==> src/design/mcfa_pkg.sv <==
// shared types and constants for the multi-channel frame animator
`default_nettype none

package mcfa_pkg;

  localparam int CHANNELS         = 8;
  localparam int TICKS_PER_SECOND = 50;
  localparam int CH_W             = (CHANNELS > 1) ? $clog2(CHANNELS) : 1;
  localparam int CHAN_W           = 3;
  localparam int WAIT_W           = 10;
  localparam int FRAMES_W         = 9;
  localparam int FRAME_W          = 8;
  localparam int IMG_W            = 16;
  localparam int POS_W            = 16;
  localparam int IN_DATA_W        = 72;
  localparam int OUT_DATA_W       = 72;

  localparam logic [WAIT_W-1:0] WAIT_CAP = WAIT_W'(TICKS_PER_SECOND * 2);

  localparam logic [1:0] ACT_START = 2'd0;
  localparam logic [1:0] ACT_STOP  = 2'd1;
  localparam logic [1:0] ACT_TICK  = 2'd2;

  localparam logic [2:0] KIND_START_OK   = 3'd0;
  localparam logic [2:0] KIND_START_FAIL = 3'd1;
  localparam logic [2:0] KIND_STOP_DONE  = 3'd2;
  localparam logic [2:0] KIND_DRAW       = 3'd3;
  localparam logic [2:0] KIND_TICK_DONE  = 3'd4;

  typedef enum logic [2:0] {
    S_IDLE,
    S_START,
    S_STOP_SCAN,
    S_STOP_DONE,
    S_TICK_SCAN,
    S_TICK_DONE
  } state_t;

  typedef struct packed {
    logic [IMG_W-1:0]    image;
    logic [WAIT_W-1:0]   period;
    logic [FRAMES_W-1:0] frames;
    logic                bounce;
    logic [POS_W-1:0]    pos_x;
    logic [POS_W-1:0]    pos_y;
    logic [WAIT_W-1:0]   remaining;
    logic [FRAME_W-1:0]  frame;
    logic                backward;
  } slot_t;

  typedef struct packed {
    logic            we;
    logic            set_v;
    logic            clr_v;
    logic [CH_W-1:0] idx;
  } slot_wr_t;

  typedef struct packed {
    logic               expired;
    logic [WAIT_W-1:0]  remaining;
    logic [FRAME_W-1:0] frame;
    logic               backward;
    logic [WAIT_W-1:0]  least;
  } step_res_t;

endpackage

`default_nettype wire

==> src/design/multi_channel_frame_animator.sv <==
// multi_channel_frame_animator: animation slot table with shared tick unit
//
// input channel in_*: one transfer per command; in_tuser[1:0] selects
// start, stop or timer tick, in_tdata carries image id, period, frame
// count, bounce flag and position. result channel out_*: every command
// answers with one or more transfers, out_tuser gives the result kind and
// out_tlast marks the final transfer of the command.
// a start fills the lowest free slot; a stop scans the slots one per cycle
// until the matching image or the last slot; a timer tick walks
// all CHANNELS slots through the single step unit (countdown, frame step,
// minimum), stalling while the output is held, emitting a draw for
// each expired slot in slot order and then a tick done with the next wait.
// in_tready is high only while no command is in progress.
// results sit in one output register; a stalled receiver holds the slot
// walk until the pending transfer is taken, nothing is dropped.
// reset (rst_n low, synchronous) frees every slot and stops the timer.
`default_nettype none

module multi_channel_frame_animator
  import mcfa_pkg::*;
(
  input  wire logic                  clk,
  input  wire logic                  rst_n,
  input  wire logic                  in_tvalid,
  output logic                       in_tready,
  // image_id, frame_period, frame_count, bounce_mode, pos_x, pos_y, zero pad
  input  wire logic [IN_DATA_W-1:0]  in_tdata,
  // action
  input  wire logic [1:0]            in_tuser,
  output logic                       out_tvalid,
  input  wire logic                  out_tready,
  // channel, out_image, frame, draw_x, draw_y, next_wait, zero pad
  output logic [OUT_DATA_W-1:0]      out_tdata,
  // kind
  output logic [2:0]                 out_tuser,
  output logic                       out_tlast
);

  state_t state_r, state_nxt;

  logic [1:0]          act_r, act_nxt;
  logic [IMG_W-1:0]    img_r, img_nxt;
  logic [WAIT_W-1:0]   period_r, period_nxt;
  logic [FRAMES_W-1:0] frames_r, frames_nxt;
  logic                bounce_r, bounce_nxt;
  logic [POS_W-1:0]    x_r, x_nxt;
  logic [POS_W-1:0]    y_r, y_nxt;

  logic [CH_W-1:0]     idx_r, idx_nxt;
  logic [CH_W-1:0]     freed_r, freed_nxt;
  logic [WAIT_W-1:0]   wait_r, wait_nxt;
  logic                running_r, running_nxt;
  logic [WAIT_W-1:0]   least_r, least_nxt;

  logic                   out_valid_r, out_valid_nxt;
  logic [2:0]             out_kind_r, out_kind_nxt;
  logic [OUT_DATA_W-1:0]  out_data_r, out_data_nxt;
  logic                   out_last_r, out_last_nxt;

  slot_wr_t            wr;
  slot_t               wr_data;
  slot_t               rd_data;
  logic [CHANNELS-1:0] valid;
  step_res_t           step;

  logic                in_fire;
  logic                out_free;
  logic                idx_last;
  logic                hit;
  logic                full;
  logic [CH_W-1:0]     free_idx;
  logic [FRAMES_W-1:0] frames_clamped;

  logic                emit;
  logic [2:0]          e_kind;
  logic [CHAN_W-1:0]   e_chan;
  logic [IMG_W-1:0]    e_img;
  logic [FRAME_W-1:0]  e_frame;
  logic [POS_W-1:0]    e_x;
  logic [POS_W-1:0]    e_y;
  logic [WAIT_W-1:0]   e_wait;
  logic                e_last;

  mcfa_slot_store u_store (
    .clk     (clk),
    .rst_n   (rst_n),
    .wr      (wr),
    .wr_data (wr_data),
    .rd_idx  (idx_r),
    .rd_data (rd_data),
    .valid   (valid)
  );

  mcfa_step_unit u_step (
    .slot     (rd_data),
    .wait_amt (wait_r),
    .least    (least_r),
    .res      (step)
  );

  assign in_tready = (state_r == S_IDLE);
  assign in_fire   = in_tvalid && in_tready;
  assign out_free  = !out_valid_r || out_tready;
  assign idx_last  = (idx_r == CH_W'(CHANNELS - 1));
  assign hit       = valid[idx_r] && (rd_data.image == img_r);
  assign full      = &valid;

  always_comb begin
    free_idx = '0;
    for (int i = CHANNELS - 1; i >= 0; i--) begin
      if (!valid[i]) begin
        free_idx = CH_W'(i);
      end
    end
  end

  always_comb begin
    frames_clamped = frames_r;
    if (frames_r == '0) begin
      frames_clamped = FRAMES_W'(1);
    end else if (frames_r > FRAMES_W'(256)) begin
      frames_clamped = FRAMES_W'(256);
    end
  end

  // next state
  always_comb begin
    state_nxt = state_r;
    case (state_r)
      S_IDLE: begin
        if (in_fire) begin
          case (in_tuser)
            ACT_START: state_nxt = S_START;
            ACT_STOP:  state_nxt = S_STOP_SCAN;
            ACT_TICK:  state_nxt = running_r ? S_TICK_SCAN : S_TICK_DONE;
            default:   state_nxt = S_IDLE;
          endcase
        end
      end
      S_START: begin
        if (out_free) state_nxt = S_IDLE;
      end
      S_STOP_SCAN: begin
        if (hit || idx_last) state_nxt = S_STOP_DONE;
      end
      S_STOP_DONE: begin
        if (out_free) state_nxt = S_IDLE;
      end
      S_TICK_SCAN: begin
        if (out_free && idx_last) state_nxt = S_TICK_DONE;
      end
      S_TICK_DONE: begin
        if (out_free) state_nxt = S_IDLE;
      end
      default: state_nxt = S_IDLE;
    endcase
  end

  // datapath and outputs
  always_comb begin
    act_nxt     = act_r;
    img_nxt     = img_r;
    period_nxt  = period_r;
    frames_nxt  = frames_r;
    bounce_nxt  = bounce_r;
    x_nxt       = x_r;
    y_nxt       = y_r;
    idx_nxt     = idx_r;
    freed_nxt   = freed_r;
    wait_nxt    = wait_r;
    running_nxt = running_r;
    least_nxt   = least_r;

    wr       = '0;
    wr_data  = rd_data;

    emit    = 1'b0;
    e_kind  = KIND_TICK_DONE;
    e_chan  = '0;
    e_img   = '0;
    e_frame = '0;
    e_x     = '0;
    e_y     = '0;
    e_wait  = '0;
    e_last  = 1'b1;

    case (state_r)
      S_IDLE: begin
        if (in_fire) begin
          act_nxt    = in_tuser;
          img_nxt    = in_tdata[15:0];
          period_nxt = in_tdata[25:16];
          frames_nxt = in_tdata[34:26];
          bounce_nxt = in_tdata[35];
          x_nxt      = in_tdata[51:36];
          y_nxt      = in_tdata[67:52];
          idx_nxt    = '0;
          freed_nxt  = '0;
          least_nxt  = WAIT_CAP;
        end
      end
      S_START: begin
        if (out_free) begin
          emit = 1'b1;
          if (full) begin
            e_kind = KIND_START_FAIL;
            e_wait = running_r ? wait_r : '0;
          end else begin
            wr.we              = 1'b1;
            wr.set_v           = 1'b1;
            wr.idx             = free_idx;
            wr_data.image      = img_r;
            wr_data.period     = period_r;
            wr_data.frames     = frames_clamped;
            wr_data.bounce     = bounce_r;
            wr_data.pos_x      = x_r;
            wr_data.pos_y      = y_r;
            wr_data.remaining  = period_r;
            wr_data.frame      = '0;
            wr_data.backward   = 1'b0;
            if (!running_r) begin
              wait_nxt    = (period_r > WAIT_W'(1)) ? period_r : WAIT_W'(1);
              running_nxt = 1'b1;
            end
            e_kind = KIND_START_OK;
            e_chan = CHAN_W'(free_idx);
            e_wait = wait_nxt;
          end
        end
      end
      S_STOP_SCAN: begin
        if (hit) begin
          wr.clr_v  = 1'b1;
          wr.idx    = idx_r;
          freed_nxt = idx_r;
        end else if (!idx_last) begin
          idx_nxt = idx_r + CH_W'(1);
        end
      end
      S_STOP_DONE: begin
        if (out_free) begin
          emit = 1'b1;
          if (valid == '0) begin
            running_nxt = 1'b0;
          end
          e_kind = KIND_STOP_DONE;
          e_chan = CHAN_W'(freed_r);
          e_wait = running_nxt ? wait_r : '0;
        end
      end
      S_TICK_SCAN: begin
        if (out_free) begin
          if (valid[idx_r]) begin
            wr.we             = 1'b1;
            wr.idx            = idx_r;
            wr_data.remaining = step.remaining;
            wr_data.frame     = step.frame;
            wr_data.backward  = step.backward;
            least_nxt         = step.least;
            if (step.expired) begin
              emit    = 1'b1;
              e_kind  = KIND_DRAW;
              e_chan  = CHAN_W'(idx_r);
              e_img   = rd_data.image;
              e_frame = step.frame;
              e_x     = rd_data.pos_x;
              e_y     = rd_data.pos_y;
              e_wait  = '0;
              e_last  = 1'b0;
            end
          end
          if (!idx_last) begin
            idx_nxt = idx_r + CH_W'(1);
          end
        end
      end
      S_TICK_DONE: begin
        if (out_free) begin
          emit   = 1'b1;
          e_kind = KIND_TICK_DONE;
          if (running_r) begin
            wait_nxt = (least_r == '0) ? WAIT_W'(1) : least_r;
            e_wait   = wait_nxt;
          end
        end
      end
      default: begin
      end
    endcase

    out_valid_nxt = out_valid_r && !out_tready;
    out_kind_nxt  = out_kind_r;
    out_data_nxt  = out_data_r;
    out_last_nxt  = out_last_r;
    if (emit) begin
      out_valid_nxt = 1'b1;
      out_kind_nxt  = e_kind;
      out_data_nxt  = {3'b000, e_wait, e_y, e_x, e_frame, e_img, e_chan};
      out_last_nxt  = e_last;
    end
  end

  always_ff @(posedge clk) begin
    if (!rst_n) begin
      state_r     <= S_IDLE;
      running_r   <= 1'b0;
      wait_r      <= '0;
      out_valid_r <= 1'b0;
    end else begin
      state_r     <= state_nxt;
      running_r   <= running_nxt;
      wait_r      <= wait_nxt;
      out_valid_r <= out_valid_nxt;
    end
  end

  always_ff @(posedge clk) begin
    act_r      <= act_nxt;
    img_r      <= img_nxt;
    period_r   <= period_nxt;
    frames_r   <= frames_nxt;
    bounce_r   <= bounce_nxt;
    x_r        <= x_nxt;
    y_r        <= y_nxt;
    idx_r      <= idx_nxt;
    freed_r    <= freed_nxt;
    least_r    <= least_nxt;
    out_kind_r <= out_kind_nxt;
    out_data_r <= out_data_nxt;
    out_last_r <= out_last_nxt;
  end

  assign out_tvalid = out_valid_r;
  assign out_tuser  = out_kind_r;
  assign out_tdata  = out_data_r;
  assign out_tlast  = out_last_r;

endmodule

`default_nettype wire

==> src/design/mcfa_slot_store.sv <==
// slot register file with per-slot valid bits
`default_nettype none

module mcfa_slot_store
  import mcfa_pkg::*;
(
  input  wire logic            clk,
  input  wire logic            rst_n,
  input  wire slot_wr_t        wr,
  input  wire slot_t           wr_data,
  input  wire logic [CH_W-1:0] rd_idx,
  output slot_t                rd_data,
  output logic [CHANNELS-1:0]  valid
);

  slot_t               slots_r [CHANNELS];
  logic [CHANNELS-1:0] valid_r;

  always_ff @(posedge clk) begin
    if (wr.we) begin
      slots_r[wr.idx] <= wr_data;
    end
  end

  always_ff @(posedge clk) begin
    if (!rst_n) begin
      valid_r <= '0;
    end else if (wr.set_v) begin
      valid_r[wr.idx] <= 1'b1;
    end else if (wr.clr_v) begin
      valid_r[wr.idx] <= 1'b0;
    end
  end

  assign rd_data = slots_r[rd_idx];
  assign valid   = valid_r;

endmodule

`default_nettype wire

==> src/design/mcfa_step_unit.sv <==
// shared per-slot tick unit: countdown, frame step and running minimum
`default_nettype none

module mcfa_step_unit
  import mcfa_pkg::*;
(
  input  wire slot_t             slot,
  input  wire logic [WAIT_W-1:0] wait_amt,
  input  wire logic [WAIT_W-1:0] least,
  output step_res_t              res
);

  logic signed [WAIT_W:0]    diff;
  logic signed [WAIT_W:0]    f1;
  logic signed [WAIT_W:0]    f2;
  logic signed [WAIT_W:0]    top_frame;
  logic                      expired;
  logic                      out_range;
  logic                      back_n;
  logic [WAIT_W-1:0]         rem_n;
  logic [FRAME_W-1:0]        frame_n;

  always_comb begin
    diff      = $signed({1'b0, slot.remaining}) - $signed({1'b0, wait_amt});
    expired   = (diff <= 0);
    top_frame = $signed({2'b00, slot.frames}) - 11'sd1;
    f1        = slot.backward ? $signed({3'b000, slot.frame}) - 11'sd1
                              : $signed({3'b000, slot.frame}) + 11'sd1;
    out_range = (f1 > top_frame) || (f1 < 0);
    back_n    = slot.backward;
    f2        = f1;
    if (out_range) begin
      if (slot.bounce) begin
        back_n = ~slot.backward;
        f2     = back_n ? f1 - 11'sd2 : f1 + 11'sd2;
        if (f2 < 0) begin
          f2 = '0;
        end
        if (f2 > top_frame) begin
          f2 = top_frame;
        end
      end else begin
        f2 = '0;
      end
    end
    frame_n = f2[FRAME_W-1:0];
    rem_n   = expired ? slot.period : diff[WAIT_W-1:0];

    res.expired   = expired;
    res.remaining = rem_n;
    res.frame     = expired ? frame_n : slot.frame;
    res.backward  = expired ? back_n : slot.backward;
    res.least     = (rem_n < least) ? rem_n : least;
  end

endmodule

`default_nettype wire
==> config.mk <==
export PLATFORM = sky130hd
export DESIGN_NAME = multi_channel_frame_animator
export DESIGN_NICKNAME = d
export VERILOG_FILES = /design/src/design/mcfa_pkg.sv /design/src/design/multi_channel_frame_animator.sv /design/src/design/mcfa_slot_store.sv /design/src/design/mcfa_step_unit.sv
export SDC_FILE = /design/constraint.sdc
export NUM_CORES = 1
export LEC_CHECK = 0
export ABC_CLOCK_PERIOD_IN_PS = 21800
export BUFFER_PORTS_ARGS = -buffer_cell sky130_fd_sc_hd__buf_2
export CAP_MARGIN = 20
export CORE_ASPECT_RATIO = 0.8
export CORE_MARGIN = 3
export CORE_UTILIZATION = 55
export DETAILED_ROUTE_END_ITERATION = 10
export GPL_TIMING_DRIVEN = 0
export PLACE_DENSITY = 0.74
export SLEW_MARGIN = 40
export SYNTH_ARGS = -nofsm -noshare
export SYNTH_HDL_FRONTEND = slang
export SYNTH_HIERARCHICAL = 1
export SYNTH_SLANG_ARGS = --single-unit
export TNS_END_PERCENT = 100
==> constraint.sdc <==
create_clock -name clk -period 21.8 [get_ports clk]
set_clock_uncertainty 0.2 [all_clocks]
set_input_delay 3.27 -clock clk [delete_from_list [all_inputs] [get_ports clk]]
set_output_delay 3.27 -clock clk [all_outputs]
set_load 0.03 [all_outputs]
After elaboration in Yosys (flattened, before gate mapping)

Memory sizes are Yosys's and may differ from the RTL's. A register that Yosys moved wholly into a read port is not among the register bits.
Cells that the tools add are included.

Reductions and logical operators: 32
Eq/ne operators: 23
$add $sub $neg: 7
Muxes and demuxes: 112
Bitwise operators: 4
Magnitude comparators: 11

Operator list:

| cell                                                        | number |
|---|---|
| two-way mux 10 bit                                          | 19 |
| two-way mux 87 bit                                          | 2 |
| two-way mux 3 bit                                           | 31 |
| two-way mux 68 bit                                          | 1 |
| two-way mux 11 bit                                          | 5 |
| two-way mux 8 bit                                           | 6 |
| one-hot mux 3 bit (3 select lines)                          | 5 |
| one-hot mux 10 bit (2 select lines)                         | 2 |
| two-way mux 19 bit                                          | 2 |
| one-hot mux 19 bit (2 select lines)                         | 1 |
| one-hot mux 10 bit (3 select lines)                         | 1 |
| two-way mux 1 bit                                           | 25 |
| > comparator 11 x 10 -> 1 bit                               | 2 |
| less-than comparator 11 x 1 -> 1 bit, second input constant | 2 |
| inequality test 2 bit, second input constant                | 11 |
| two-way mux 9 bit                                           | 2 |
| equality test 16 bit                                        | 1 |
| AND reduction 4 bit                                         | 4 |
| one-hot mux 3 bit (4 select lines)                          | 1 |
| adder 11 x 3 -> 11 bit, second input constant               | 1 |
| <= comparator 11 x 1 -> 1 bit, second input constant        | 1 |
| subtractor 10 x 10 -> 11 bit                                | 1 |
| subtractor 11 x 3 -> 11 bit, second input constant          | 1 |
| > comparator 10 x 1 -> 1 bit, second input constant         | 1 |
| 39 further kinds                                            | 61 |

Bits of input ports: 78
Flip-flop bits (word level): 180
Output and inout bits: 78
Word-level logic and storage cells: 208
Memories kept: 1
Bits in writable memories: 696

Memory list:

| name            | words | bits a word | read ports | clocked after memory_dff | write ports | line                  | RTL |
|---|---|---|---|---|---|---|---|
| u_store.slots_r | 8     | 87          | 1          | 1                        | 1           | mcfa_slot_store.sv:16 | `slot_t slots_r [CHANNELS];` |

Logic depth before layout (Yosys ltp)

Depth after elaboration: 19
Gate-level depth with buffers: 33
Gate-level depth less buffers: 28

Cells and area by module

Netlist, hierarchy kept.

Modules (own cells, without submodules):

| module                       | seq. area each (µm²) | area each (µm²) | instances | cells each |
|---|---|---|---|---|
| mcfa_slot_store              | 21060.2              | 26553.0         | 1         | 1060 |
| multi_channel_frame_animator | 5014.8               | 8301.7          | 1         | 754 |
| mcfa_step_unit               | 0.0                  | 3138.0          | 1         | 451 |

Least setup slack after synthesis

Ideal clock, no wire load.

Path type: input-to-reg
Start point: input out_tready
End point: memory u_store/slots_r[3][0] in the netlist's numbering (enable)
Buffers on the path: 3
Slack: 10.166 ns
Cell stages on the path: 10
Setup time: 0.639 ns
Data arrival time: 10.795 ns
Required time: 20.961 ns
Cells stage by stage: nand2b_1 -> clkbuf_1 -> nand2_1 -> nor2_8 -> buf_6 -> a31oi_1 -> o21ai_1 -> clkbuf_1 -> nand2_1 -> nor3_1

RTL lines:

| element     | line                               | RTL |
|---|---|---|
| from (decl) | multi_channel_frame_animator.sv:31 | `input wire logic out_tready,` |
| to (decl)   | mcfa_slot_store.sv:16              |  |

==> reports/summary.txt <==
Chip width - 300 um
Sequential fraction of the synthesis area - 68.6%
Slew headroom - 40.7%
Layout cells sized above 1 - 28.4%
Final Setup Violations - 0
Initial antenna violation count - 2
Port bufs - 148
Commonest non-fill, non-tap cell in the layout - edfxtp_1
Leakage - 15.3 nW
Inst Count DP - 3,404
Worst setup SP type - flop
Status - completed
Pin count of the biggest net entering global routing - 43
Vias - 22,400
Vias in the first global route - 22,400
Avg Vias per Cell - 6.29
Hold-critical path depth - 2
Total of max-cap violations - 0
Max FO, Critical Path - 10
Power per Cell Area - 135 nW/um^2
Final nets - 2,701
Clk buf depth - 3
H-tree depth - 3
Row count - 85
Die area - 72,300 um^2
Worst-margin pin slew - 890 ps
Die H - 241 um
DR iter-0 viols - 2,522
Hold_ws - 336 ps
Ys Warns - 6
Slowest cell on crit path - clkbuf_1
Ys flop type - edfxtp_1
FFs w/ async S/R, synth - 0%
HP Class - flop to flop
Core area - 67,900 um^2
Wire per inst - 26.8 um
Hold Buf Count CTS - 0
Syn_area_per_cell - 16.8 um^2
Clk_lat worst skew - 660 ps
RSZ-0062 raised after global routing - false
CP Buf/Inv Count - 5
Hpwl dp - 65,000 um
Crit path DAT - 9670 ps
Reg2reg end - u_store/slots_r[3][2]$_DFFE_PP_
R2r startpoint - idx_r[2]$_SDFFCE_PN0P_
Final Hold Fails - 0
Clk slew on worst S/H paths - 60 ps
Total Neg Setup Slack - 0 ps
F_max - 105 MHz
TritonCTS Buffers - 84
GPL Wtd Cong - 0.934
Max-slew violations - 0
Cell area after synthesis - 38,000 um^2
Total GRT Usage - 26.6%
Total congestion overflow - 0
ANT nets after route - 0
TritonCTS clock tree - built
Diodes inserted - 0
Worst path max stage delay - 720 ps
Reg2Reg Depth - 29
Delay-heaviest family, CP - simple AND/OR/NAND/NOR gates
EDFF count, synth - 853
Post-cts sizing count - 0
#FFs+latches synth - 876
Crit Path Class - flop to flop
Drt first pass iters - 7
IO Pins - 156
Commonest non-fill, non-tap cells in the layout - 853 x edfxtp_1, 249 x nand2_1, 175 x mux4_2, 170 x buf_2, 100 x mux2_2
Area Growth Syn to Fin - 16.1%
R2R setup slack - 12,290 ps
CTS root buf - clkbuf_16
Initial core utilization - 56.0%
Setup crit end kind - flop
Drc violations - 0
Worst VDD drop - 0.0960 mV
CTS sink count - 876
Final WL - 95,200 um
First-pass GRT wire length - 143,000 um
Yosys cell types - 96
Final period util - 43.6%
Layout Cells excl Fill - 3,560
CP Depth - 29
Post-CTS Setup Inserts - 0
WP data required - 21,960 ps
Mapped Cells - 2,265
Fin crit period - 9510 ps
CP most frequent cell - ha_1
-- worst min-delay path, cell delays in order, from the launching register on --
cell     delay [ps]
dfxtp_1         360
nand2_1          80
o22ai_1          50
-- stage by stage --
stage                     worst slack, ps  utilization, %  instance area [um^2]  total power, mW
after floorplan                     10170               -                 38000             3.76
after global placement               2830            58.8                 39900             4.30
after detailed placement            12570            60.6                 41100             4.39
after CTS                           12520            65.0                 44100             5.95
after global routing                11860            65.0                 44100             6.23
final                               12290            65.0                 44100             5.97
-- layer usage --
layer,global-route usage (%),vias to the layer above,share of wire [%]
met3,5.86,205,9.7
met5,0,-,0
met4,9.50,0,3.5
met1,38.3,11300,41
met2,40.8,1260,46
li1,-,9580,-
-- layout make-up --
class	instances	area, um^2
flip-flops and latches	876	26100
well taps	913	1140
plain buffers	124	793
clock buffers	93	2180
fillers	4662	23700
clock inverters	63	821
repair buffers	224	1880
multi-input cells	1215	11000
inverters	52	200
-- cells in the mapped netlist (all sizes together), types with 21 or more instances --
master	count	area [um^2]
a31oi	23	171
mux2	100	1130
nor2b	22	138
nor3	21	121
mux4	175	3940
xnor2	38	333
nand2	250	938
clkbuf	54	209
edfxtp	853	25600
ha	45	563
buf	69	553
inv	52	195
a21oi	30	150
dfxtp	23	460
nor2	91	368
mux2i	28	280
and3	68	425
o21ai	42	210
-- cell families (layout without fill, tap and decap cells) --
logic type / after synthesis / in the layout / share of synthesized area [%]
AOI/OAI and AO/OA: 235 / 235 / 4.49
other: 1 / 3 / 0.00987
and+or+nand+nor: 579 / 579 / 7.56
muxes: 303 / 303 / 14.1
DFF: 876 / 876 / 68.6
buffers and inverters: 176 / 556 / 2.57
xor gates and xnor gates: 49 / 49 / 1.13
adders and majority gates: 46 / 46 / 1.53
-- state kept, by name, indices dropped and copies added, names as in the netlist, named ones only --
| name | count |
|---|---|
| u_store/slots_r | 696 |
| out_tvalid | 1 |
| freed_r | 3 |
| wait_r | 10 |
| running_r | 1 |
| least_r | 10 |
| idx_r | 3 |
| bounce_r | 1 |
| frames_r | 9 |
| state_r | 3 |
| out_tuser | 3 |
| period_r | 10 |
| out_tdata | 69 |
| out_tlast | 1 |
| y_r | 16 |
| img_r | 16 |
| x_r | 16 |
-- report_power, final --
part           internal [mW]  switching (mW)
logic                  0.825            1.36
clock network          0.901           0.654
registers               2.19          0.0424
-- how the worst max path moves through the flow --
stage,startpoint,to,slack (ps)
after CTS,idx_r[2]$_SDFFCE_PN0P_,u_store/slots_r[5][4]$_DFFE_PP_,12520
after detailed placement,idx_r[2]$_SDFFCE_PN0P_,u_store/slots_r[4][4]$_DFFE_PP_,12570
after global placement,out_tready,u_store/slots_r[3][78]$_DFFE_PP_,2830
after floorplan,out_tready,u_store/slots_r[3][0]$_DFFE_PP_,10170
final,idx_r[2]$_SDFFCE_PN0P_,u_store/slots_r[3][2]$_DFFE_PP_,12290
after global routing,idx_r[2]$_SDFFCE_PN0P_,u_store/slots_r[5][4]$_DFFE_PP_,11860
Note: power is estimated with default switching activity, not from simulation.
